--- src/sv/tlvd_pkg.sv ---
// ----------------------------------------------------------------------------
// tlvd_pkg: shared types, codes and helpers of the TLV frame deframer
// Holds the register map, the parser phase type, the result record and the
// metadata decode used when a frame ends.
// ----------------------------------------------------------------------------
package tlvd_pkg;

  localparam int unsigned CFG_IDX_W  = 3;
  localparam int unsigned CFG_DATA_W = 16;
  localparam int unsigned IN_TDATA_W = 8;
  localparam int unsigned OUT_TDATA_W = 96;
  localparam int unsigned OUT_TUSER_W = 4;

  // Register map.
  localparam logic [CFG_IDX_W-1:0] REG_RX_PACKET_CODE  = 3'd0;
  localparam logic [CFG_IDX_W-1:0] REG_TX_RESULT_CODE  = 3'd1;
  localparam logic [CFG_IDX_W-1:0] REG_ERROR_FRAME_CODE = 3'd2;
  localparam logic [CFG_IDX_W-1:0] REG_MAX_PAYLOAD_LEN = 3'd3;
  localparam logic [CFG_IDX_W-1:0] REG_MAX_RADIO_LEN   = 3'd4;
  localparam logic [CFG_IDX_W-1:0] REG_TX_OK_CODE      = 3'd5;
  localparam logic [CFG_IDX_W-1:0] REG_TX_BUSY_CODE    = 3'd6;

  // Register reset values.
  localparam logic [7:0]  RST_RX_PACKET_CODE   = 8'd2;
  localparam logic [7:0]  RST_TX_RESULT_CODE   = 8'd3;
  localparam logic [7:0]  RST_ERROR_FRAME_CODE = 8'd4;
  localparam logic [15:0] RST_MAX_PAYLOAD_LEN  = 16'd260;
  localparam logic [15:0] RST_MAX_RADIO_LEN    = 16'd256;
  localparam logic [7:0]  RST_TX_OK_CODE       = 8'd0;
  localparam logic [7:0]  RST_TX_BUSY_CODE     = 8'd1;

  // Frame type codes.
  localparam logic [1:0] FT_RX    = 2'd0;
  localparam logic [1:0] FT_TX    = 2'd1;
  localparam logic [1:0] FT_ERR   = 2'd2;
  localparam logic [1:0] FT_FAULT = 2'd3;

  // Transmit outcome codes.
  localparam logic [1:0] OC_SUCCESS   = 2'd0;
  localparam logic [1:0] OC_BUSY      = 2'd1;
  localparam logic [1:0] OC_RADIO_ERR = 2'd2;

  // Input kinds.
  localparam logic KIND_DATA  = 1'b0;
  localparam logic KIND_RESET = 1'b1;

  localparam logic [15:0] META_LEN = 16'd4;

  typedef enum logic [1:0] {
    PH_TYPE,
    PH_LEN_LO,
    PH_LEN_HI,
    PH_PAYLOAD
  } phase_t;

  typedef struct packed {
    logic [7:0]  rx_packet_code;
    logic [7:0]  tx_result_code;
    logic [7:0]  error_frame_code;
    logic [15:0] max_payload_len;
    logic [15:0] max_radio_len;
    logic [7:0]  tx_ok_code;
    logic [7:0]  tx_busy_code;
  } cfg_t;

  typedef struct packed {
    logic [1:0]         frame_type;
    logic               has_byte;
    logic [7:0]         payload_byte;
    logic [15:0]        byte_index;
    logic               last;
    logic               meta_valid;
    logic signed [15:0] rssi_level;
    logic signed [15:0] snr_cdb;
    logic [7:0]         tx_status;
    logic [7:0]         tx_flags;
    logic [15:0]        tx_seq;
    logic [1:0]         tx_outcome;
  } result_t;

  // Marks a result as the end of a frame and adds the decoded metadata when
  // the frame length passes its check.
  function automatic result_t fill_meta(input result_t res, input logic [1:0] kind,
                                        input logic [15:0] len, input logic [15:0] word_a,
                                        input logic [15:0] word_b, input cfg_t cfg);
    result_t r;
    r = res;
    r.last = 1'b1;
    if (kind == FT_RX) begin
      if (len >= META_LEN && (len - META_LEN) <= cfg.max_radio_len) begin
        r.meta_valid = 1'b1;
        r.rssi_level = $signed(word_a);
        r.snr_cdb    = $signed(word_b);
      end
    end else if (kind == FT_TX) begin
      if (len == META_LEN) begin
        r.meta_valid = 1'b1;
        r.tx_status  = word_a[7:0];
        r.tx_flags   = word_a[15:8];
        r.tx_seq     = word_b;
        if (word_a[7:0] == cfg.tx_ok_code) begin
          r.tx_outcome = OC_SUCCESS;
        end else if (word_a[7:0] == cfg.tx_busy_code) begin
          r.tx_outcome = OC_BUSY;
        end else begin
          r.tx_outcome = OC_RADIO_ERR;
        end
      end
    end
    return r;
  endfunction

endpackage

--- src/sv/tlvd_cfg_regs.sv ---
// ----------------------------------------------------------------------------
// tlvd_cfg_regs: configuration register file
// Seven registers written through an index/data port, reset to their
// default codes and limits.
// ----------------------------------------------------------------------------
module tlvd_cfg_regs (
  input  logic                           clk,
  input  logic                           rst_n,
  input  logic                           wr_en,
  input  logic [tlvd_pkg::CFG_IDX_W-1:0]  wr_index,
  input  logic [tlvd_pkg::CFG_DATA_W-1:0] wr_data,
  output tlvd_pkg::cfg_t                 cfg
);
  import tlvd_pkg::*;

  cfg_t cfg_r;

  always_ff @(posedge clk) begin
    if (!rst_n) begin
      cfg_r.rx_packet_code   <= RST_RX_PACKET_CODE;
      cfg_r.tx_result_code   <= RST_TX_RESULT_CODE;
      cfg_r.error_frame_code <= RST_ERROR_FRAME_CODE;
      cfg_r.max_payload_len  <= RST_MAX_PAYLOAD_LEN;
      cfg_r.max_radio_len    <= RST_MAX_RADIO_LEN;
      cfg_r.tx_ok_code       <= RST_TX_OK_CODE;
      cfg_r.tx_busy_code     <= RST_TX_BUSY_CODE;
    end else if (wr_en) begin
      case (wr_index)
        REG_RX_PACKET_CODE:   cfg_r.rx_packet_code   <= wr_data[7:0];
        REG_TX_RESULT_CODE:   cfg_r.tx_result_code   <= wr_data[7:0];
        REG_ERROR_FRAME_CODE: cfg_r.error_frame_code <= wr_data[7:0];
        REG_MAX_PAYLOAD_LEN:  cfg_r.max_payload_len  <= wr_data;
        REG_MAX_RADIO_LEN:    cfg_r.max_radio_len    <= wr_data;
        REG_TX_OK_CODE:       cfg_r.tx_ok_code       <= wr_data[7:0];
        REG_TX_BUSY_CODE:     cfg_r.tx_busy_code     <= wr_data[7:0];
        default: ;
      endcase
    end
  end

  assign cfg = cfg_r;

endmodule

--- src/sv/tlvd_parser.sv ---
// ----------------------------------------------------------------------------
// tlvd_parser: frame header and payload parser
// Tracks the header phase, checks type and length, counts payload bytes and
// captures the four metadata bytes. Produces at most one result per item.
// ----------------------------------------------------------------------------
module tlvd_parser (
  input  logic              clk,
  input  logic              rst_n,
  input  logic              accept,
  input  logic              kind,
  input  logic [7:0]        data_byte,
  input  tlvd_pkg::cfg_t    cfg,
  output logic              res_valid,
  output tlvd_pkg::result_t res
);
  import tlvd_pkg::*;

  phase_t      phase_r,  phase_nxt;
  logic        halted_r, halted_nxt;
  logic [1:0]  kind_r,   kind_nxt;
  logic [15:0] len_r,    len_nxt;
  logic [15:0] seen_r,   seen_nxt;
  logic [15:0] meta_a_r, meta_a_nxt;
  logic [15:0] meta_b_r, meta_b_nxt;
  logic [7:0]  hdr_r,    hdr_nxt;

  logic        data_go;
  logic [1:0]  hdr_kind;
  logic [15:0] len_full;
  logic        hdr_fault;
  logic        is_last;

  assign data_go  = accept && (kind == KIND_DATA) && !halted_r;
  assign len_full = {data_byte, len_r[7:0]};

  // Receive code has priority over transmit, transmit over error.
  always_comb begin
    if (hdr_r == cfg.rx_packet_code) begin
      hdr_kind = FT_RX;
    end else if (hdr_r == cfg.tx_result_code) begin
      hdr_kind = FT_TX;
    end else if (hdr_r == cfg.error_frame_code) begin
      hdr_kind = FT_ERR;
    end else begin
      hdr_kind = FT_FAULT;
    end
  end

  assign hdr_fault = (hdr_kind == FT_FAULT) || (len_full > cfg.max_payload_len);
  assign is_last   = ({1'b0, seen_r} + 17'd1) >= {1'b0, len_r};

  // Next state.
  always_comb begin
    phase_nxt  = phase_r;
    halted_nxt = halted_r;
    kind_nxt   = kind_r;
    len_nxt    = len_r;
    seen_nxt   = seen_r;
    meta_a_nxt = meta_a_r;
    meta_b_nxt = meta_b_r;
    hdr_nxt    = hdr_r;
    if (accept && kind == KIND_RESET) begin
      phase_nxt  = PH_TYPE;
      halted_nxt = 1'b0;
      kind_nxt   = FT_RX;
      len_nxt    = '0;
      seen_nxt   = '0;
      meta_a_nxt = '0;
      meta_b_nxt = '0;
      hdr_nxt    = '0;
    end else if (data_go) begin
      case (phase_r)
        PH_TYPE: begin
          hdr_nxt   = data_byte;
          phase_nxt = PH_LEN_LO;
        end
        PH_LEN_LO: begin
          len_nxt   = {8'h00, data_byte};
          phase_nxt = PH_LEN_HI;
        end
        PH_LEN_HI: begin
          len_nxt  = len_full;
          kind_nxt = hdr_kind;
          if (hdr_fault) begin
            halted_nxt = 1'b1;
          end else begin
            seen_nxt   = '0;
            meta_a_nxt = '0;
            meta_b_nxt = '0;
            phase_nxt  = (len_full == 16'd0) ? PH_TYPE : PH_PAYLOAD;
          end
        end
        PH_PAYLOAD: begin
          case (seen_r)
            16'd0:   meta_a_nxt = {meta_a_r[15:8], data_byte};
            16'd1:   meta_a_nxt = {data_byte, meta_a_r[7:0]};
            16'd2:   meta_b_nxt = {meta_b_r[15:8], data_byte};
            16'd3:   meta_b_nxt = {data_byte, meta_b_r[7:0]};
            default: ;
          endcase
          if (is_last) begin
            phase_nxt = PH_TYPE;
          end else begin
            seen_nxt = seen_r + 16'd1;
          end
        end
        default: phase_nxt = PH_TYPE;
      endcase
    end
  end

  // Result.
  always_comb begin
    res       = '0;
    res_valid = 1'b0;
    if (data_go) begin
      case (phase_r)
        PH_LEN_HI: begin
          if (hdr_fault) begin
            res_valid      = 1'b1;
            res.frame_type = FT_FAULT;
            res.last       = 1'b1;
          end else if (len_full == 16'd0) begin
            // An empty frame ends right at its header.
            res_valid      = 1'b1;
            res.frame_type = hdr_kind;
            res            = fill_meta(res, hdr_kind, 16'd0, 16'd0, 16'd0, cfg);
          end
        end
        PH_PAYLOAD: begin
          res_valid        = 1'b1;
          res.frame_type   = kind_r;
          res.has_byte     = 1'b1;
          res.payload_byte = data_byte;
          res.byte_index   = seen_r;
          if (is_last) begin
            res = fill_meta(res, kind_r, len_r, meta_a_nxt, meta_b_nxt, cfg);
          end
        end
        default: ;
      endcase
    end
  end

  always_ff @(posedge clk) begin
    if (!rst_n) begin
      phase_r  <= PH_TYPE;
      halted_r <= 1'b0;
      kind_r   <= FT_RX;
      len_r    <= '0;
      seen_r   <= '0;
      meta_a_r <= '0;
      meta_b_r <= '0;
      hdr_r    <= '0;
    end else begin
      phase_r  <= phase_nxt;
      halted_r <= halted_nxt;
      kind_r   <= kind_nxt;
      len_r    <= len_nxt;
      seen_r   <= seen_nxt;
      meta_a_r <= meta_a_nxt;
      meta_b_r <= meta_b_nxt;
      hdr_r    <= hdr_nxt;
    end
  end

endmodule

--- src/sv/tlvd_out_skid.sv ---
// ----------------------------------------------------------------------------
// tlvd_out_skid: result register with skid stage
// Holds results for the output channel; the skid entry absorbs one result
// while the output is stalled, so ready upstream comes straight from a flop.
// ----------------------------------------------------------------------------
module tlvd_out_skid (
  input  logic              clk,
  input  logic              rst_n,
  input  logic              push,
  input  tlvd_pkg::result_t push_data,
  output logic              can_push,
  output logic              out_valid,
  input  logic              out_ready,
  output tlvd_pkg::result_t out_data
);
  import tlvd_pkg::*;

  logic    out_valid_r;
  result_t out_data_r;
  logic    skid_valid_r;
  result_t skid_data_r;
  logic    pop;

  assign pop = out_valid_r && out_ready;

  always_ff @(posedge clk) begin
    if (!rst_n) begin
      out_valid_r  <= 1'b0;
      skid_valid_r <= 1'b0;
    end else if (skid_valid_r) begin
      if (pop) begin
        skid_valid_r <= 1'b0;
      end
    end else if (push) begin
      if (!out_valid_r || pop) begin
        out_valid_r <= 1'b1;
      end else begin
        skid_valid_r <= 1'b1;
      end
    end else if (pop) begin
      out_valid_r <= 1'b0;
    end
  end

  always_ff @(posedge clk) begin
    if (skid_valid_r) begin
      if (pop) begin
        out_data_r <= skid_data_r;
      end
    end else if (push) begin
      if (!out_valid_r || pop) begin
        out_data_r <= push_data;
      end else begin
        skid_data_r <= push_data;
      end
    end
  end

  assign can_push  = !skid_valid_r;
  assign out_valid = out_valid_r;
  assign out_data  = out_data_r;

endmodule

--- src/sv/tlv_frame_deframer_decoder_core.sv ---
// ----------------------------------------------------------------------------
// tlv_frame_deframer_decoder_core: TLV link deframer and metadata decoder
// Each result is registered in the output stage, or in the skid entry while the output is stalled.
// Throughput: one item per cycle while in_tready is high; the parser state update is a single pass.
// A stalled output is absorbed by one skid entry; in_tready drops only then.
// Synchronous active-low reset clears the parser, the result stages and the
// configuration registers to their defaults.
// ----------------------------------------------------------------------------
module tlv_frame_deframer_decoder_core (
  input  logic                             clk,
  input  logic                             rst_n,
  // Input item.
  input  logic                             in_tvalid,
  output logic                             in_tready,
  input  logic [tlvd_pkg::IN_TDATA_W-1:0]  in_tdata,  // [7:0] data_byte
  input  logic                             in_tuser,  // [0] kind
  // Result item.
  output logic                             out_tvalid,
  input  logic                             out_tready,
  // [7:0] payload_byte, [23:8] byte_index, [39:24] rssi_level, [55:40] snr_cdb,
  // [63:56] tx_status, [71:64] tx_flags, [87:72] tx_seq, [89:88] tx_outcome,
  // [95:90] zero
  output logic [tlvd_pkg::OUT_TDATA_W-1:0] out_tdata,
  // [1:0] frame_type, [2] has_byte, [3] meta_valid
  output logic [tlvd_pkg::OUT_TUSER_W-1:0] out_tuser,
  output logic                             out_tlast,  // last
  // Configuration writes.
  input  logic                             cfg_valid,
  output logic                             cfg_ready,
  input  logic [tlvd_pkg::CFG_IDX_W-1:0]   cfg_index,
  input  logic [tlvd_pkg::CFG_DATA_W-1:0]  cfg_data
);
  import tlvd_pkg::*;

  cfg_t    cfg;
  logic    in_accept;
  logic    res_valid;
  result_t res;
  logic    can_push;
  result_t out_res;

  assign cfg_ready = 1'b1;
  assign in_tready = can_push;
  assign in_accept = in_tvalid && in_tready;

  tlvd_cfg_regs u_cfg (
    .clk      (clk),
    .rst_n    (rst_n),
    .wr_en    (cfg_valid && cfg_ready),
    .wr_index (cfg_index),
    .wr_data  (cfg_data),
    .cfg      (cfg)
  );

  tlvd_parser u_parser (
    .clk       (clk),
    .rst_n     (rst_n),
    .accept    (in_accept),
    .kind      (in_tuser),
    .data_byte (in_tdata[7:0]),
    .cfg       (cfg),
    .res_valid (res_valid),
    .res       (res)
  );

  tlvd_out_skid u_skid (
    .clk       (clk),
    .rst_n     (rst_n),
    .push      (res_valid),
    .push_data (res),
    .can_push  (can_push),
    .out_valid (out_tvalid),
    .out_ready (out_tready),
    .out_data  (out_res)
  );

  assign out_tdata = {6'b0, out_res.tx_outcome, out_res.tx_seq, out_res.tx_flags,
                      out_res.tx_status, out_res.snr_cdb, out_res.rssi_level,
                      out_res.byte_index, out_res.payload_byte};
  assign out_tuser = {out_res.meta_valid, out_res.has_byte, out_res.frame_type};
  assign out_tlast = out_res.last;

endmodule

--- config.mk ---
export PLATFORM = sky130hd
export DESIGN_NAME = tlv_frame_deframer_decoder_core
export DESIGN_NICKNAME = d
export VERILOG_FILES = /design/src/sv/tlvd_pkg.sv /design/src/sv/tlvd_cfg_regs.sv /design/src/sv/tlvd_parser.sv /design/src/sv/tlvd_out_skid.sv /design/src/sv/tlv_frame_deframer_decoder_core.sv
export SDC_FILE = /design/constraint.sdc
export NUM_CORES = 1
export LEC_CHECK = 0
export BUFFER_PORTS_ARGS = -buffer_cell sky130_fd_sc_hd__buf_2
export CAP_MARGIN = 20
export CORE_MARGIN = 10
export CORE_UTILIZATION = 42
export DETAILED_ROUTE_END_ITERATION = 7
export REMOVE_ABC_BUFFERS = 1
export SETUP_SLACK_MARGIN = 0.02
export SYNTH_ARGS = -nofsm -noshare
export SYNTH_HDL_FRONTEND = slang
export SYNTH_SLANG_ARGS = --single-unit
--- constraint.sdc ---
create_clock -name clk -period 8.9 [get_ports clk]
set_input_delay 0.445 -clock clk [delete_from_list [all_inputs] [get_ports clk]]
set_output_delay 0.445 -clock clk [all_outputs]
set_load 0.05 [all_outputs]
-- Yosys cells after proc, flatten, opt, wreduce, memory -nomap -nowiden
Cells that the tools add are included.
- muxes and demuxes: 54
- add/sub/neg operators: 3
- equality and inequality tests: 25
- reductions and logical operators: 39
- bitwise operators: 5
- order comparisons: 4
- operators with widths (cell ; number):
    95-bit two-way mux ; 6
    16-bit one-hot mux with 2 select lines ; 6
    95-bit one-hot mux with 2 select lines ; 1
    16-bit two-way mux ; 8
    34-bit two-way mux ; 3
    68-bit two-way mux ; 1
    67-bit two-way mux ; 1
    8-bit == test ; 5
    33-bit two-way mux ; 1
    16-bit by 2-bit == test with 1-bit output, second input constant ; 2
    16-bit logical NOT ; 2
    32-bit two-way mux ; 1
    25-bit two-way mux ; 1
    2-bit AND reduction ; 10
    3-bit AND reduction ; 6
    16-bit by 1-bit adder with 17-bit output, second input constant ; 1
    17-bit by 16-bit >= comparator with 1-bit output ; 1
    16-bit by 1-bit adder with 16-bit output, second input constant ; 1
    16-bit by 1-bit == test with 1-bit output, second input constant ; 1
    16-bit by 3-bit == test with 1-bit output, second input constant ; 1
    16-bit by 3-bit >= comparator with 1-bit output, second input constant ; 1
    16-bit > comparator ; 1
    16-bit less-or-equal comparator ; 1
    2-bit two-way mux ; 8
    other kinds (20) ; 60
- word-level logic and storage cells: 172
- bits in registers: 341

-- Logic depth before layout (Yosys ltp)
Gate-level depths: netlist of the first run.
- depth after elaboration: 22
- mapped depth: 17
- gate-level depth less buffers: 16

-- Modules after synthesis
From an unflattened synthesis of the first run, not the netlist that was laid out.
- cell total of the unflattened synthesis: 1471
- area, all modules: 16369.4 um^2
- by module, submodules not included (module ; cells an instance ; area each (um^2) ; times used):
    tlvd_out_skid ; 310 ; 7034.2 ; 1
    tlvd_parser ; 889 ; 6561.3 ; 1
    tlvd_cfg_regs ; 262 ; 2707.6 ; 1
    tlv_frame_deframer_decoder_core ; 10 ; 66.3 ; 1

-- Worst setup path after synthesis of the first run
No wires, ideal clock.
- kind: input to register
- start point: input in_tdata[7] in the netlist's numbering
- end point: register u_skid.skid_data_r[0] in the netlist's numbering, enable pin
- cell stages on the path: 8
- arrival: 8.360 ns
- path slack: -0.125 ns
- required time: 8.235 ns
- library setup time: 0.665 ns
- cells stage by stage: ha_1 -> nand4_1 -> a2111o_1 -> a31oi_1 -> a21oi_1 -> nor2_1 -> nor3_1 -> nor3_1
- cells in the longest elaborated chain, start to end: 6
- ends and longest elaborated chain (item ; line ; source):
    start: declaration ; tlv_frame_deframer_decoder_core.sv:15 ; input logic [tlvd_pkg::IN_TDATA_W-1:0] in_tdata,
    16-bit > comparator / 16-bit logical NOT (equally long branches) ; tlvd_parser.sv:49, tlvd_parser.sv:123 ;
    1-bit logical OR / 1-bit two-way mux (equally long branches) ; tlvd_parser.sv:49, tlvd_parser.sv:123 ;
    1-bit two-way mux (*) ; tlvd_parser.sv:119 ; if (hdr_fault) begin
    1-bit one-hot mux with 2 select lines (*) ; tlvd_parser.sv:117 ; case (phase_r)
    1-bit two-way mux (*) ; tlvd_parser.sv:116 ; if (data_go) begin
    3-bit AND reduction (no source line) (*) ; - ;
    end signal: assignment ; tlvd_out_skid.sv:54 ; skid_data_r <= push_data;
    end: declaration ; tlvd_out_skid.sv:21 ; result_t skid_data_r;
Every way passes the cells marked *; elsewhere a longest branch is shown, timed or not.
A chain may end at the register's enable or synchronous reset.

==> results of run 1 <==
==> worst register-to-register path, stage by stage (launching register included) <==
cell	delay [ns]
sky130_fd_sc_hd__dfxtp_1	0.45
sky130_fd_sc_hd__ha_1	0.33
sky130_fd_sc_hd__nand3_1	0.16
sky130_fd_sc_hd__nor2_1	0.34
sky130_fd_sc_hd__nand2_1	0.12
sky130_fd_sc_hd__or3_1	0.42
sky130_fd_sc_hd__nor2_1	0.17
sky130_fd_sc_hd__xor2_1	0.21
sky130_fd_sc_hd__ha_1	0.28
sky130_fd_sc_hd__a21oi_1	0.13
sky130_fd_sc_hd__o22ai_1	0.09
sky130_fd_sc_hd__nor3_1	0.67
sky130_fd_sc_hd__a211oi_2	0.21
sky130_fd_sc_hd__nand2_1	0.72
sky130_fd_sc_hd__nor2_1	0.17
sky130_fd_sc_hd__a21o_1	0.20
==> final cells by class <==
type / instances / area [um2] / area share (%)
clock inverters: 15 / 153.9 / 0.8370
multi-input cells: 1095 / 6676 / 36.31
repair buffers: 144 / 762.0 / 4.144
flip-flops and latches: 341 / 8732 / 47.49
clock buffers: 56 / 1131 / 6.151
well taps: 511 / 639.4 / 3.477
inverters: 78 / 292.8 / 1.592
==> layer usage <==
metal,GRT usage (%),share of wire [%]
met3,3.680,6.1
met4,4.952,1.8
met2,27.93,45
met5,0,0
met1,24.34,47
==> stage by stage <==
stage	power [mW]	area [um2]
after detailed placement	1.837	17100
after global placement	1.835	17090
after CTS	3.431	18390
after floorplan	1.781	15690
after global routing	3.504	18390
final	3.391	18390
==> cells by family (layout without fill, tap and decap cells) <==
group,after synthesis,in the layout,share of synthesized area (%)
flops,341,341,54.57
compound gates,373,373,16.20
fa+ha+maj,61,61,4.772
simple gates,595,595,17.22
other cells,2,7,0.04695
buf+inv,155,293,3.864
mux,7,7,0.4772
xor+xnor,52,52,2.848
==> report_power, final <==
part           switching (mW)  internal [mW]
clock                   0.640          0.947
combinational          0.0934         0.0445
sequential            0.00972           1.66
==> flip-flops by register name, indices dropped and copies added, names as in the netlist, 8 cells and up <==
| register | count |
|---|---|
| u_skid.skid_data_r | 95 |
| u_parser.hdr_r | 8 |
| u_cfg.cfg | 72 |
| u_skid.out_data | 95 |
| u_parser.len_r | 16 |
| u_parser.seen_r | 16 |
| u_parser.meta_a_r | 16 |
| u_parser.meta_b_r | 16 |
==> Yosys cell counts, types with 8 or more instances <==
cell type	number
sky130_fd_sc_hd__nand2_1	260
sky130_fd_sc_hd__edfxtp_1	190
sky130_fd_sc_hd__dfxtp_1	151
sky130_fd_sc_hd__nor2_1	123
sky130_fd_sc_hd__inv_1	77
sky130_fd_sc_hd__a21oi_1	68
sky130_fd_sc_hd__a21boi_0	67
sky130_fd_sc_hd__clkbuf_1	65
sky130_fd_sc_hd__ha_1	61
sky130_fd_sc_hd__and2_1	57
sky130_fd_sc_hd__a21o_1	56
sky130_fd_sc_hd__o21ai_0	54
sky130_fd_sc_hd__nand3_1	47
sky130_fd_sc_hd__xnor2_1	44
sky130_fd_sc_hd__and3_1	19
sky130_fd_sc_hd__nand4_1	18
sky130_fd_sc_hd__a22o_1	17
sky130_fd_sc_hd__nor3_1	16
sky130_fd_sc_hd__a22oi_1	13
sky130_fd_sc_hd__o21a_1	12
sky130_fd_sc_hd__nor2b_1	11
sky130_fd_sc_hd__o22ai_1	11
sky130_fd_sc_hd__nor3b_1	10
sky130_fd_sc_hd__a31oi_1	9
sky130_fd_sc_hd__nor4_1	9
sky130_fd_sc_hd__o211ai_1	8
sky130_fd_sc_hd__xor2_1	8
==> final timing paths <==
kind                                           to                            start
setup reg to reg    u_skid.out_data[30]$_DFFE_PP_  u_parser.seen_r[0]$_SDFFE_PP0P_
setup / recovery    u_skid.out_data[30]$_DFFE_PP_  u_parser.seen_r[0]$_SDFFE_PP0P_
hold reg to reg   u_parser.len_r[15]$_SDFFE_PP0P_  u_parser.len_r[15]$_SDFFE_PP0P_
hold / removal         u_cfg.cfg[40]$_SDFFE_PN1P_                      cfg_data[8]
==> results, run 1 <==
- Summing the sequential cell areas from Yosys gives 54.57% of the chip area.
- For this run, the share of the core covered by cells in the final layout is 48.93%.
- The number of top-level pins is 137.
- The die is 215.1 um wide.
- The flow ran to the end, and the final reports show no timing, DRC or antenna violations.
- The wire length reported by the detailed router is 41.89 mm.
- The maximum level of the CTS H-tree is 2.
- The clock-pin slew on the worst setup and hold paths is 0.06 ns.
- Averaged over all synthesized cells, the footprint is 10.08 um2.
- Once the clock tree was built, the setup fixing pass inserted 0 buffers.
- For this run, the slowest stage of the critical path takes 0.72 ns.
- Timing analysis after detailed placement gives a worst setup slack of 3.972 ns.
- The number of resized instances in the post-cts repair step is 0.
- The post-detailed-placement half-perimeter wirelength is 29.45 mm.
- The antenna cell count is 0.
- The critical path runs through a total of 15 cells.
- sky130_fd_sc_hd__edfxtp_1 takes more of the synthesized area than any other cell.
- The standard-cell row count is 71.
- The TritonCTS buffer count is 39.
- Setup violations remaining at the end of the flow were counted as 0.
- The final critical path takes up 55.22% of the cycle.
- The area of the mapped netlist is 15990 um2.
- The minimum clock period after layout is 4.915 ns.
- The kind of cell with the highest combined delay on the critical path is simple AND/OR/NAND/NOR gates.
- The worst-path maximum fanout is 18.
- At the pin with the least slew margin, the transition time is 1.045 ns.
- Counting stages on the worst path, the most repeated cell is sky130_fd_sc_hd__nor2_1.
- The synthesized netlist contains 76 unique library cells.
- The worst setup path is launched from a flip-flop.
- Walking the worst path, the cells encountered are ha_1 > nand3_1 > nor2_1 > nand2_1 > or3_1 > nor2_1 > xor2_1 > ha_1 > a21oi_1 > o22ai_1 > nor3_1 > a211oi_2 > nand2_1 > nor2_1 > a21o_1.
- The setup slack of the most critical reg-to-reg path is 3.99 ns.
- The DRC marker count from the first detailed-route iteration is 834.
- Hold is met by 0.1504 ns.
- Setup repair after global routing left no endpoint under its margin.
- From synthesis to final layout, the design area changed by 14.96%.
- The data arrival time at the worst-slack endpoint is 5.21 ns.
- The setup TNS is 0 ns.
- The async set or reset register ratio after synthesis is 0%.
- The clock passes through at most 3 buffers.
- Using the TritonRoute via totals, the vias-per-cell ratio works out to 5.318.
- The setup path with the least slack is of type flip-flop to flip-flop.
- The die covers 46290 um2.
- The dominant synthesized flop cell is sky130_fd_sc_hd__edfxtp_1.
- The number of flip-flops and latches in the synthesized netlist is 341.
- For this run, the detailed router's first-pass iteration total came to 5.
- The global route total overflow is 0.
- After detailed routing, the number of remaining DRC violations is 0.
- Derived from the worst setup path, the maximum achievable clock frequency is 203.5 MHz.
- The number of cells in the design after placement is 2169.
- The height of the die is 215.1 um.
- The routability-driven placement congestion ratio is 0.8713.
- At the worst endpoint, the required time is 9.20 ns.
- The post-detailed-route wirelength per cell is 18.70 um.
- For this run, the number of Yosys warnings is 0.
- In this run the power density over the cells is 184.4 nW/um2.
- The share of layout cells above drive strength 1 is 13.30%.
- The worst hold-check path type is primary input to flip-flop.
- In the post-synthesis netlist, the biggest area contributors are sky130_fd_sc_hd__edfxtp_1 36%, sky130_fd_sc_hd__dfxtp_1 19%, sky130_fd_sc_hd__nand2_1 6.1%, sky130_fd_sc_hd__ha_1 4.8%, sky130_fd_sc_hd__a21boi_0 3.1%.
- The library cell contributing the largest single delay on the critical path is sky130_fd_sc_hd__nand2_1.
- The net count reported at finish is 1793.
- Max-cap violations in this run came to 0.
- The area of the core is 37580 um2.
- The post-route clock skew is 0.01625 ns.
- The global routing usage summed across all routing layers is 17.78%.
- The root buffer selected by CTS is sky130_fd_sc_hd__clkbuf_16.
- The count of flip-flops with a built-in enable after synthesis is 190.
- The first global-routing pass estimated 66.76 mm of wire.
- Entering global routing, the biggest net connects 95 pins.
- Fill cells in the final layout number 3487.
- The clock tree from TritonCTS is built.
- The count of pins over their slew limit was 0.
- The worst-case reg-to-reg path depth is 15.
- The hold violation count in the final report is 0.
- The port buffer count is 129.
- VDD sags by at most 146.7 uV.
- The top cell types in the final layout, fill and taps aside, are 260 x sky130_fd_sc_hd__nand2_1, 190 x sky130_fd_sc_hd__edfxtp_1, 150 x sky130_fd_sc_hd__dfxtp_1.
- The clock insertion delay at the later pin of the skew report is 0.55 ns.
- The initial utilization of the core area, before any placement, comes to 42.56%.
- The via count of the first global-routing pass is 11840.
- The kind of capture point of the worst setup path is a flip-flop.
- The number of buffers and inverters on the critical path is 0.
- The number of antenna violations at the first check in global routing was 0.
- The number of buffers inserted for hold repair after clock tree synthesis is 0.
- The number of instances in the synthesized netlist is 1586.
- The detail route stage leaves a number of antenna-violating nets equal to 0.
- The final non-filler cell total is 2240.
- For this design the static power due to leakage is 7.107 nW.
- The most common cell after layout, fill and taps aside is sky130_fd_sc_hd__nand2_1.
- The routed via count is 11910.
- Counting instances, the worst hold path has a depth of 3.
- The setup slack of the critical path after layout is 3.985 ns.
- After synthesis, the largest area contributor takes up 35.67% of total cell area.
- Measured against its own limit, the worst slew margin works out to 30.36%.
- For this design, the sink count on the clock tree is 341.
Note: power is estimated with default switching activity, not from simulation.
==> run 2: changes to the inputs <==
==> constraint.sdc (replaced) <==
create_clock -name clk -period 4 [get_ports clk]
set_input_delay 0.2 -clock clk [delete_from_list [all_inputs] [get_ports clk]]
set_output_delay 0.2 -clock clk [all_outputs]
set_load 0.05 [all_outputs]
==> run 2 against run 1 <==
  * Fmax rose by 35%
  * Combinational power grew 140%
  * Critical path depth grew 2
  * Wire length increased by 1.4%
==> results, run 2 (synthesis results as in run 1) <==
- The area of the core came to 37580 um2 (unchanged).
- The power density over the cells was 403.5 nW/um2 (was 184.4 nW/um2).
- The DRC marker count from the first detailed-route iteration is 720 (was 834).
- The maximum clock rate is 273.7 MHz (was 203.5 MHz).
- The transition at the pin with the smallest max-transition slack is 1.050 ns (was 1.045 ns).
- The final critical-path share of the clock period came to 91.35% (was 55.22%).
- The TritonCTS buffer count is 40 (was 39).
- The post-detailed-placement half-perimeter wirelength came to 29.74 mm (was 29.45 mm).
- The via count of the first global-routing pass is 12150 (was 11840).
- The wire length reported by the detailed router is 42.49 mm (was 41.89 mm).
- The number of top-level pins is 137 (unchanged).
- Setup repair after global routing missed its margin: no (unchanged).
- The post-detailed-route wirelength per cell is 18.51 um (was 18.70 um).
- The net count reported at finish was 1849 (was 1793).
- The highest cell delay on the worst timing path is 0.43 ns (was 0.72 ns).
- The worst hold margin is 0.01509 ns (was 0.1504 ns).
- The leakage power was 7.389 nW (was 7.107 nW).
- The length of the first detailed-routing pass in iterations is 5 (unchanged).
- The count of pins over their slew limit is 0 (unchanged).
- The area added between synthesis and finish came to 18.43% (was 14.96%).
- The kind of start point of the critical path is a flip-flop (unchanged).
- The clock tree from TritonCTS is built (unchanged).
- The max capacitance violation total is 0 (unchanged).
- The minimum clock period after layout is 3.654 ns (was 4.915 ns).
- The number of antenna violations at the first check in global routing came to 1 (was 0).
- The remaining number of nets flagged by the antenna check after routing is 0 (unchanged).
- The width of the die is 215.1 um (unchanged).
- The instance area after placement is 17480 um2 (was 17100 um2).
- The maximum level of the CTS H-tree is 2 (unchanged).
- The height of the die is 215.1 um (unchanged).
- The standard-cell row count is 71 (unchanged).
- The worst supply voltage drop on vdd is 341.9 uV (was 146.7 uV).
- The root buffer selected by CTS was sky130_fd_sc_hd__clkbuf_16 (unchanged).
- The pin count of the biggest net entering global routing was 96 (was 95).
- The utilization of the core after routing is 50.41% (was 48.93%).
- The setup slack of the critical path after layout came to 0.3461 ns (was 3.985 ns).
- The kind of capture point of the worst setup path was a flip-flop (unchanged).
- The total of fill cells in the finished design came to 3533 (was 3487).
- The number of buffers and inverters on the critical path is 2 (was 0).
- The die area is 46290 um2 (unchanged).
- The number of design rule violations left after detail routing is 0 (unchanged).
- Most used cells in the layout excluding fill and tap cells: 259 x sky130_fd_sc_hd__nand2_1, 190 x sky130_fd_sc_hd__edfxtp_1, 148 x sky130_fd_sc_hd__dfxtp_1 (was 260 x sky130_fd_sc_hd__nand2_1, 190 x sky130_fd_sc_hd__edfxtp_1, 150 x sky130_fd_sc_hd__dfxtp_1).
- The routed via count came to 12160 (was 11910).
- The minimum setup slack after placement is 0.02837 ns (was 3.972 ns).
- The final design instance area without fill is 18940 um2 (was 18390 um2).
- Series of cell instances along the critical path: ha_1 > nand3_1 > nor2_1 > nand2_1 > or3_1 > nor2_1 > xor2_1 > ha_1 > a21oi_1 > o22ai_1 > nor3_1 > buf_4 > a211oi_2 > and2_0 > buf_12 > and2_1 > a21o_1 (was ha_1 > nand3_1 > nor2_1 > nand2_1 > or3_1 > nor2_1 > xor2_1 > ha_1 > a21oi_1 > o22ai_1 > nor3_1 > a211oi_2 > nand2_1 > nor2_1 > a21o_1).
- The global routing usage summed across all routing layers was 18.11% (was 17.78%).
- The clock-pin slew on the worst setup and hold paths is 0.06 ns (about the same).
- The data arrival time at the worst-slack endpoint is 3.96 ns (was 5.21 ns).
- The hold violation count in the final report came to 0 (unchanged).
- The global-route wire length before repair was 68.21 mm (was 66.76 mm).
- The vias per cell was 5.300 (was 5.318).
- The share of layout cells above drive strength 1 is 15.26% (was 13.30%).
- The library cell contributing the largest single delay on the critical path was sky130_fd_sc_hd__dfxtp_1 (was sky130_fd_sc_hd__nand2_1).
- The class of the most critical setup path was flip-flop to flip-flop (unchanged).
- The worst-path maximum fanout is 17 (was 18).
- The global route total overflow was 0 (unchanged).
- The post-route clock skew is 0.02790 ns (was 0.01625 ns).
- The number of clock sinks seen by CTS is 341 (unchanged).
- The starting utilization of the core area is 42.56% (unchanged).
- The clock insertion delay at the later pin of the skew report came to 0.57 ns (was 0.55 ns).
- The most common cell after layout, fill and taps aside is sky130_fd_sc_hd__nand2_1 (unchanged).
- The routability-driven placement congestion ratio is 0.8844 (was 0.8713).
- The final-report setup violation count came to 0 (unchanged).
- The port buffer count was 129 (unchanged).
- The power after layout is 7.644 mW (was 3.391 mW).
- The relative slew slack was 29.98% (was 30.36%).
- Run status: finished, final reports clean (unchanged).
- The number of buffers on the longest clock path came to 3 (unchanged).
- The required time of the critical path is 4.31 ns (was 9.20 ns).
- The kind of cell with the highest combined delay on the critical path is simple AND/OR/NAND/NOR gates (unchanged).
- The worst hold-check path type was primary input to flip-flop (unchanged).
[run 2: cell count changes in the layout (fill, tap and decap cells not counted), sizes merged]
| cell | previous run | this run |
|---|---|---|
| clkbuf | 56 | 50 |
| diode | 0 | 1 |
| bufinv | 2 | 3 |
| clkinv | 11 | 16 |
| clkinvlp | 2 | 1 |
| buf | 144 | 186 |
| dlygate4sd3 | 0 | 13 |
[run 2: cell type report]
class                   count  area (um2)  share of cell area, %
multi-input cells        1095        6695                  35.35
clock buffers              50        1090                  5.753
inverters                  78       292.8                  1.546
diodes                      1       2.502                0.01321
well taps                 511       639.4                  3.375
clock inverters            20       221.5                  1.169
repair buffers            199        1266                  6.685
flip-flops and latches    341        8735                  46.11
[run 2: worst min-delay path, cell delays in order]
cell                       delay, ns
sky130_fd_sc_hd__buf_2          0.18
sky130_fd_sc_hd__nand2_1        0.07
sky130_fd_sc_hd__a21boi_0       0.06
[run 2: worst paths after layout]
check | startpoint | end | depth (start not counted) | slack (ns)
worst max-delay path | u_parser.seen_r[1]$_SDFFE_PP0P_ | u_skid.out_data[10]$_DFFE_PP_ | 17 | 0.35
worst min-delay path | cfg_data[7] | u_cfg.cfg[23]$_SDFFE_PN0P_ | 3 | 0.02
worst max register to register | u_parser.seen_r[1]$_SDFFE_PP0P_ | u_skid.out_data[10]$_DFFE_PP_ | 17 | 0.35
worst min register to register | u_parser.len_r[15]$_SDFFE_PP0P_ | u_parser.len_r[15]$_SDFFE_PP0P_ | 2 | 0.46
[run 2: layer usage]
metal | share of wire [%] | vias to the layer above | wire length (um) | GRT usage (%)
li1 | - | 5942 | - | -
met1 | 46 | 5814 | 19720 | 24.50
met2 | 46 | 340 | 19400 | 28.79
met3 | 5.5 | 68 | 2349 | 3.160
met4 | 2.4 | 0 | 1027 | 6.078
met5 | 0 | - | 0 | 0
[run 2: through the flow]
stage,instances,setup TNS [ns]
floorplan,1514,-999.72
global placement,2211,0
detailed placement,2211,0
CTS,2294,0
global route,2294,0
finish,2295,0
[run 2: power breakdown]
part / leakage [nW] / switching, mW / internal (mW) / total, mW
Clock: 0.637 / 1.47 / 2.14 / 3.61
Sequential: 3.01 / 0.0216 / 3.69 / 3.71
Combinational: 3.74 / 0.214 / 0.116 / 0.330
[run 2: timing repair]
item | CTS | global route
gates cloned | 0 | 0
hold endpoints to repair | 30 | 0
resized for setup | 1 | 6
buffers inserted | 0 | 0
endpoints found under the setup margin | 1 | 73
hold buffers | 13 | 0
==> run 3: changes to the inputs <==
--- a/config.mk
+++ b/config.mk
@@ -10,6 +10,7 @@
 export CORE_MARGIN = 10
 export CORE_UTILIZATION = 42
 export DETAILED_ROUTE_END_ITERATION = 7
+export PLACE_DENSITY = 0.62
 export REMOVE_ABC_BUFFERS = 1
 export SETUP_SLACK_MARGIN = 0.02
 export SYNTH_ARGS = -nofsm -noshare
==> run 3 against run 2 <==
  * Flip-flop and latch count did not move
  * Sequential power barely moved
  * Critical path depth fell by 5
  * Clock skew fell by 0.0017 ns
  * Via count rose by 0.90%
==> results, run 3 (synthesis results as in run 1) <==
- The width of the die is 215.1 um (unchanged).
- The pin count of the biggest net entering global routing was 95 (was 96).
- The TritonCTS buffer count is 39 (was 40).
- The power density over the cells was 395.3 nW/um2 (was 403.5 nW/um2).
- The post-detailed-route wirelength per cell was 18.59 um (was 18.51 um).
- The instance area after placement is 17500 um2 (was 17480 um2).
- The leakage power was 7.403 nW (was 7.389 nW).
- The required time of the critical path is 4.18 ns (was 4.31 ns).
- The worst hold path cell count came to 3 (unchanged).
- The final non-filler cell total came to 2298 (was 2295).
- The DRC marker count from the first detailed-route iteration is 920 (was 720).
- The hold violation count in the final report came to 0 (unchanged).
- The max capacitance violation total is 0 (unchanged).
- The maximum level of the CTS H-tree is 2 (unchanged).
- The combinational fraction of design power is 4.5% (was 4.3%).
- The port buffer count is 129 (unchanged).
- The global routing usage summed across all routing layers is 18.03% (was 18.11%).
- The number of top-level pins is 137 (unchanged).
- The worst-case reg-to-reg path depth was 17 (unchanged).
- The number of cells in the design after placement is 2214 (was 2211).
- The routed via count came to 12270 (was 12160).
- The kind of capture point of the worst setup path is a flip-flop (unchanged).
- The area of the core was 37580 um2 (unchanged).
- The vias per cell came to 5.341 (was 5.300).
- The remaining number of nets flagged by the antenna check after routing is 0 (unchanged).
- The antenna cell count came to 0 (was 1).
- The most common cell after layout, fill and taps aside is sky130_fd_sc_hd__nand2_1 (unchanged).
- The count of pins over their slew limit was 0 (unchanged).
- The clock-pin slew on the worst setup and hold paths is 0.06 ns (about the same).
- The via count of the first global-routing pass is 12190 (was 12150).
- The standard-cell row count was 71 (unchanged).
- The final-report setup violation count came to 0 (unchanged).
- The transition at the pin with the smallest max-transition slack was 1.057 ns (was 1.050 ns).
- The first element of the critical path is in_tdata[7] (was u_parser.seen_r[1]$_SDFFE_PP0P_).
- The wire length reported by the detailed router was 42.71 mm (was 42.49 mm).
- The number of setup buffers added after CTS is 0 (unchanged).
- The final design instance area without fill is 18940 um2 (about the same).
- The power after layout is 7.489 mW (was 7.644 mW).
- The endpoint of the worst register-to-register path was u_skid.out_data[15]$_DFFE_PP_ (was u_skid.out_data[10]$_DFFE_PP_).
- The clock insertion delay at the later pin of the skew report is 0.56 ns (was 0.57 ns).
- The utilization of the core after routing came to 50.41% (about the same).
- The fraction of power consumed by the clock network is 46.0% (was 47.2%).
- The fraction of power spent switching nets is 22.36% (was 22.28%).
- The worst supply voltage drop on vdd is 334.0 uV (was 341.9 uV).
- The proportion of power drawn by flip-flops and latches is 49.5% (was 48.5%).
- The die area is 46290 um2 (unchanged).
- The starting utilization of the core area was 42.56% (unchanged).
- The maximum clock rate was 268.6 MHz (was 273.7 MHz).
- The post-detailed-placement half-perimeter wirelength was 29.74 mm (about the same).
- The post-route clock skew came to 0.02617 ns (was 0.02790 ns).
- The total of fill cells in the finished design is 3458 (was 3533).
- The number of buffers on the longest clock path came to 3 (unchanged).
- The relative slew slack is 29.55% (was 29.98%).
- The number of design rule violations left after detail routing is 0 (unchanged).
- The global route total overflow was 0 (unchanged).
- Setup repair after global routing missed its margin: no (unchanged).
- The number of antenna violations at the first check in global routing is 0 (was 1).
- The worst hold margin was 0.01579 ns (was 0.01509 ns).
- The data arrival time at the worst-slack endpoint is 3.90 ns (was 3.96 ns).
- The capture point of the critical path was u_skid.skid_data_r[83]$_DFFE_PP_ (was u_skid.out_data[10]$_DFFE_PP_).
- The switching power summed over all nets is 1.675 mW (was 1.703 mW).
- The height of the die was 215.1 um (unchanged).
- Most used cells in the layout excluding fill and tap cells: 260 x sky130_fd_sc_hd__nand2_1, 190 x sky130_fd_sc_hd__edfxtp_1, 148 x sky130_fd_sc_hd__dfxtp_1 (was 259 x sky130_fd_sc_hd__nand2_1, 190 x sky130_fd_sc_hd__edfxtp_1, 148 x sky130_fd_sc_hd__dfxtp_1).
- The clock tree from TritonCTS is built (unchanged).
- The worst hold-check path type is primary input to flip-flop (unchanged).
- The final critical-path share of the clock period is 93.08% (was 91.35%).
- The root buffer selected by CTS was sky130_fd_sc_hd__clkbuf_16 (unchanged).
- The setup slack of the most critical reg-to-reg path is 0.29 ns (was 0.35 ns).
- The global-route wire length before repair was 67.66 mm (was 68.21 mm).
- The area added between synthesis and finish came to 18.45% (was 18.43%).
- The routability-driven placement congestion ratio is 0.9033 (was 0.8844).
- The minimum setup slack after placement was -0.05631 ns (was 0.02837 ns).
- The source of the worst register-to-register timing path is u_parser.seen_r[1]$_SDFFE_PP0P_ (unchanged).
- The class of the most critical setup path is primary input to flip-flop (was flip-flop to flip-flop).
- The number of clock sinks seen by CTS was 341 (unchanged).
- The internal power of the cells is 5.814 mW (was 5.941 mW).
- The length of the first detailed-routing pass in iterations is 5 (unchanged).
- The setup slack of the critical path after layout came to 0.2767 ns (was 0.3461 ns).
- The setup TNS is 0 ns (unchanged).
- The minimum clock period after layout is 3.723 ns (was 3.654 ns).
- The net count reported at finish was 1854 (was 1849).
- The worst-path maximum fanout is 69 (was 17).
- The share of layout cells above drive strength 1 is 15.50% (was 15.26%).
- Run status: finished, final reports clean (unchanged).
- The kind of start point of the critical path is a primary input (was flip-flop).
[run 3: cell types whose count changed in the layout (fill, tap and decap cells not counted), moves of 2 or more]
cell,previous run,this run
sky130_fd_sc_hd__nor3_2,1,3
sky130_fd_sc_hd__clkinv_1,7,1
sky130_fd_sc_hd__clkbuf_1,6,13
sky130_fd_sc_hd__clkinv_4,3,0
sky130_fd_sc_hd__clkinv_2,4,6
sky130_fd_sc_hd__bufinv_16,3,1
sky130_fd_sc_hd__dlygate4sd3_1,13,16
sky130_fd_sc_hd__nor3_1,15,13
sky130_fd_sc_hd__buf_4,52,54
[run 3: worst max-delay path, cell delays in order]
cell and delay (ns):
sky130_fd_sc_hd__dlygate4sd3_1 0.53, sky130_fd_sc_hd__buf_2 0.20, sky130_fd_sc_hd__ha_1 0.34, sky130_fd_sc_hd__nand4_1 0.20, sky130_fd_sc_hd__a2111o_1 0.55, sky130_fd_sc_hd__a31oi_1 0.34
sky130_fd_sc_hd__a21oi_1 0.08, sky130_fd_sc_hd__nor2_1 0.29, sky130_fd_sc_hd__nor3_1 0.09, sky130_fd_sc_hd__buf_4 0.16, sky130_fd_sc_hd__nor3_2 0.13, sky130_fd_sc_hd__buf_4 0.75
[run 3: worst min path at each step]
stage / startpoint / to / slack (ns)
floorplan: rst_n / u_cfg.cfg[0]$_SDFFE_PN1P_ / 0.27
CTS: cfg_data[6] / u_cfg.cfg[38]$_SDFFE_PN0P_ / 0.004
detailed placement: u_parser.len_r[15]$_SDFFE_PP0P_ / u_parser.len_r[15]$_SDFFE_PP0P_ / 0.45
global placement: u_parser.len_r[15]$_SDFFE_PP0P_ / u_parser.len_r[15]$_SDFFE_PP0P_ / 0.44
finish: cfg_data[4] / u_cfg.cfg[36]$_SDFFE_PN0P_ / 0.02
global route: cfg_data[5] / u_cfg.cfg[37]$_SDFFE_PN0P_ / 0.02
[run 3: what timing repair did]
action                                  4_1_cts  5_1_grt
gates cloned                                  0        0
resized for setup                             1       13
pin swaps                                     0        1
endpoints found under the hold margin        26        0
endpoints found under the setup margin        1      136
hold buffers                                 16        0
[run 3: power by group through the flow]
stage	combinational, mW	sequential (mW)	clock, mW
5_1_grt	0.370	3.71	3.65
3_5_place_dp	0.321	3.78	0
2_1_floorplan	0.175	3.79	0
3_3_place_gp	0.315	3.78	0
4_1_cts	0.334	3.71	3.52
6_report	0.337	3.71	3.44
[run 3: layout make-up]
class	instances	area [um2]	area share, %
Clock buffer	57	1116	5.891
Sequential cell	341	8732	46.09
Tap cell	511	639.4	3.375
Timing Repair Buffer	205	1323	6.981
Clock inverter	11	108.9	0.5746
Multi-Input combinational cell	1095	6733	35.54
Inverter	78	292.8	1.545
[run 3: routing by layer]
metal | global-route usage [%] | up-vias | wire (um)
met5 | 0 | - | 0
li1 | - | 5939 | -
met1 | 24.29 | 5909 | 19730
met3 | 3.989 | 76 | 2602
met2 | 28.35 | 350 | 19360
met4 | 5.539 | 0 | 1014
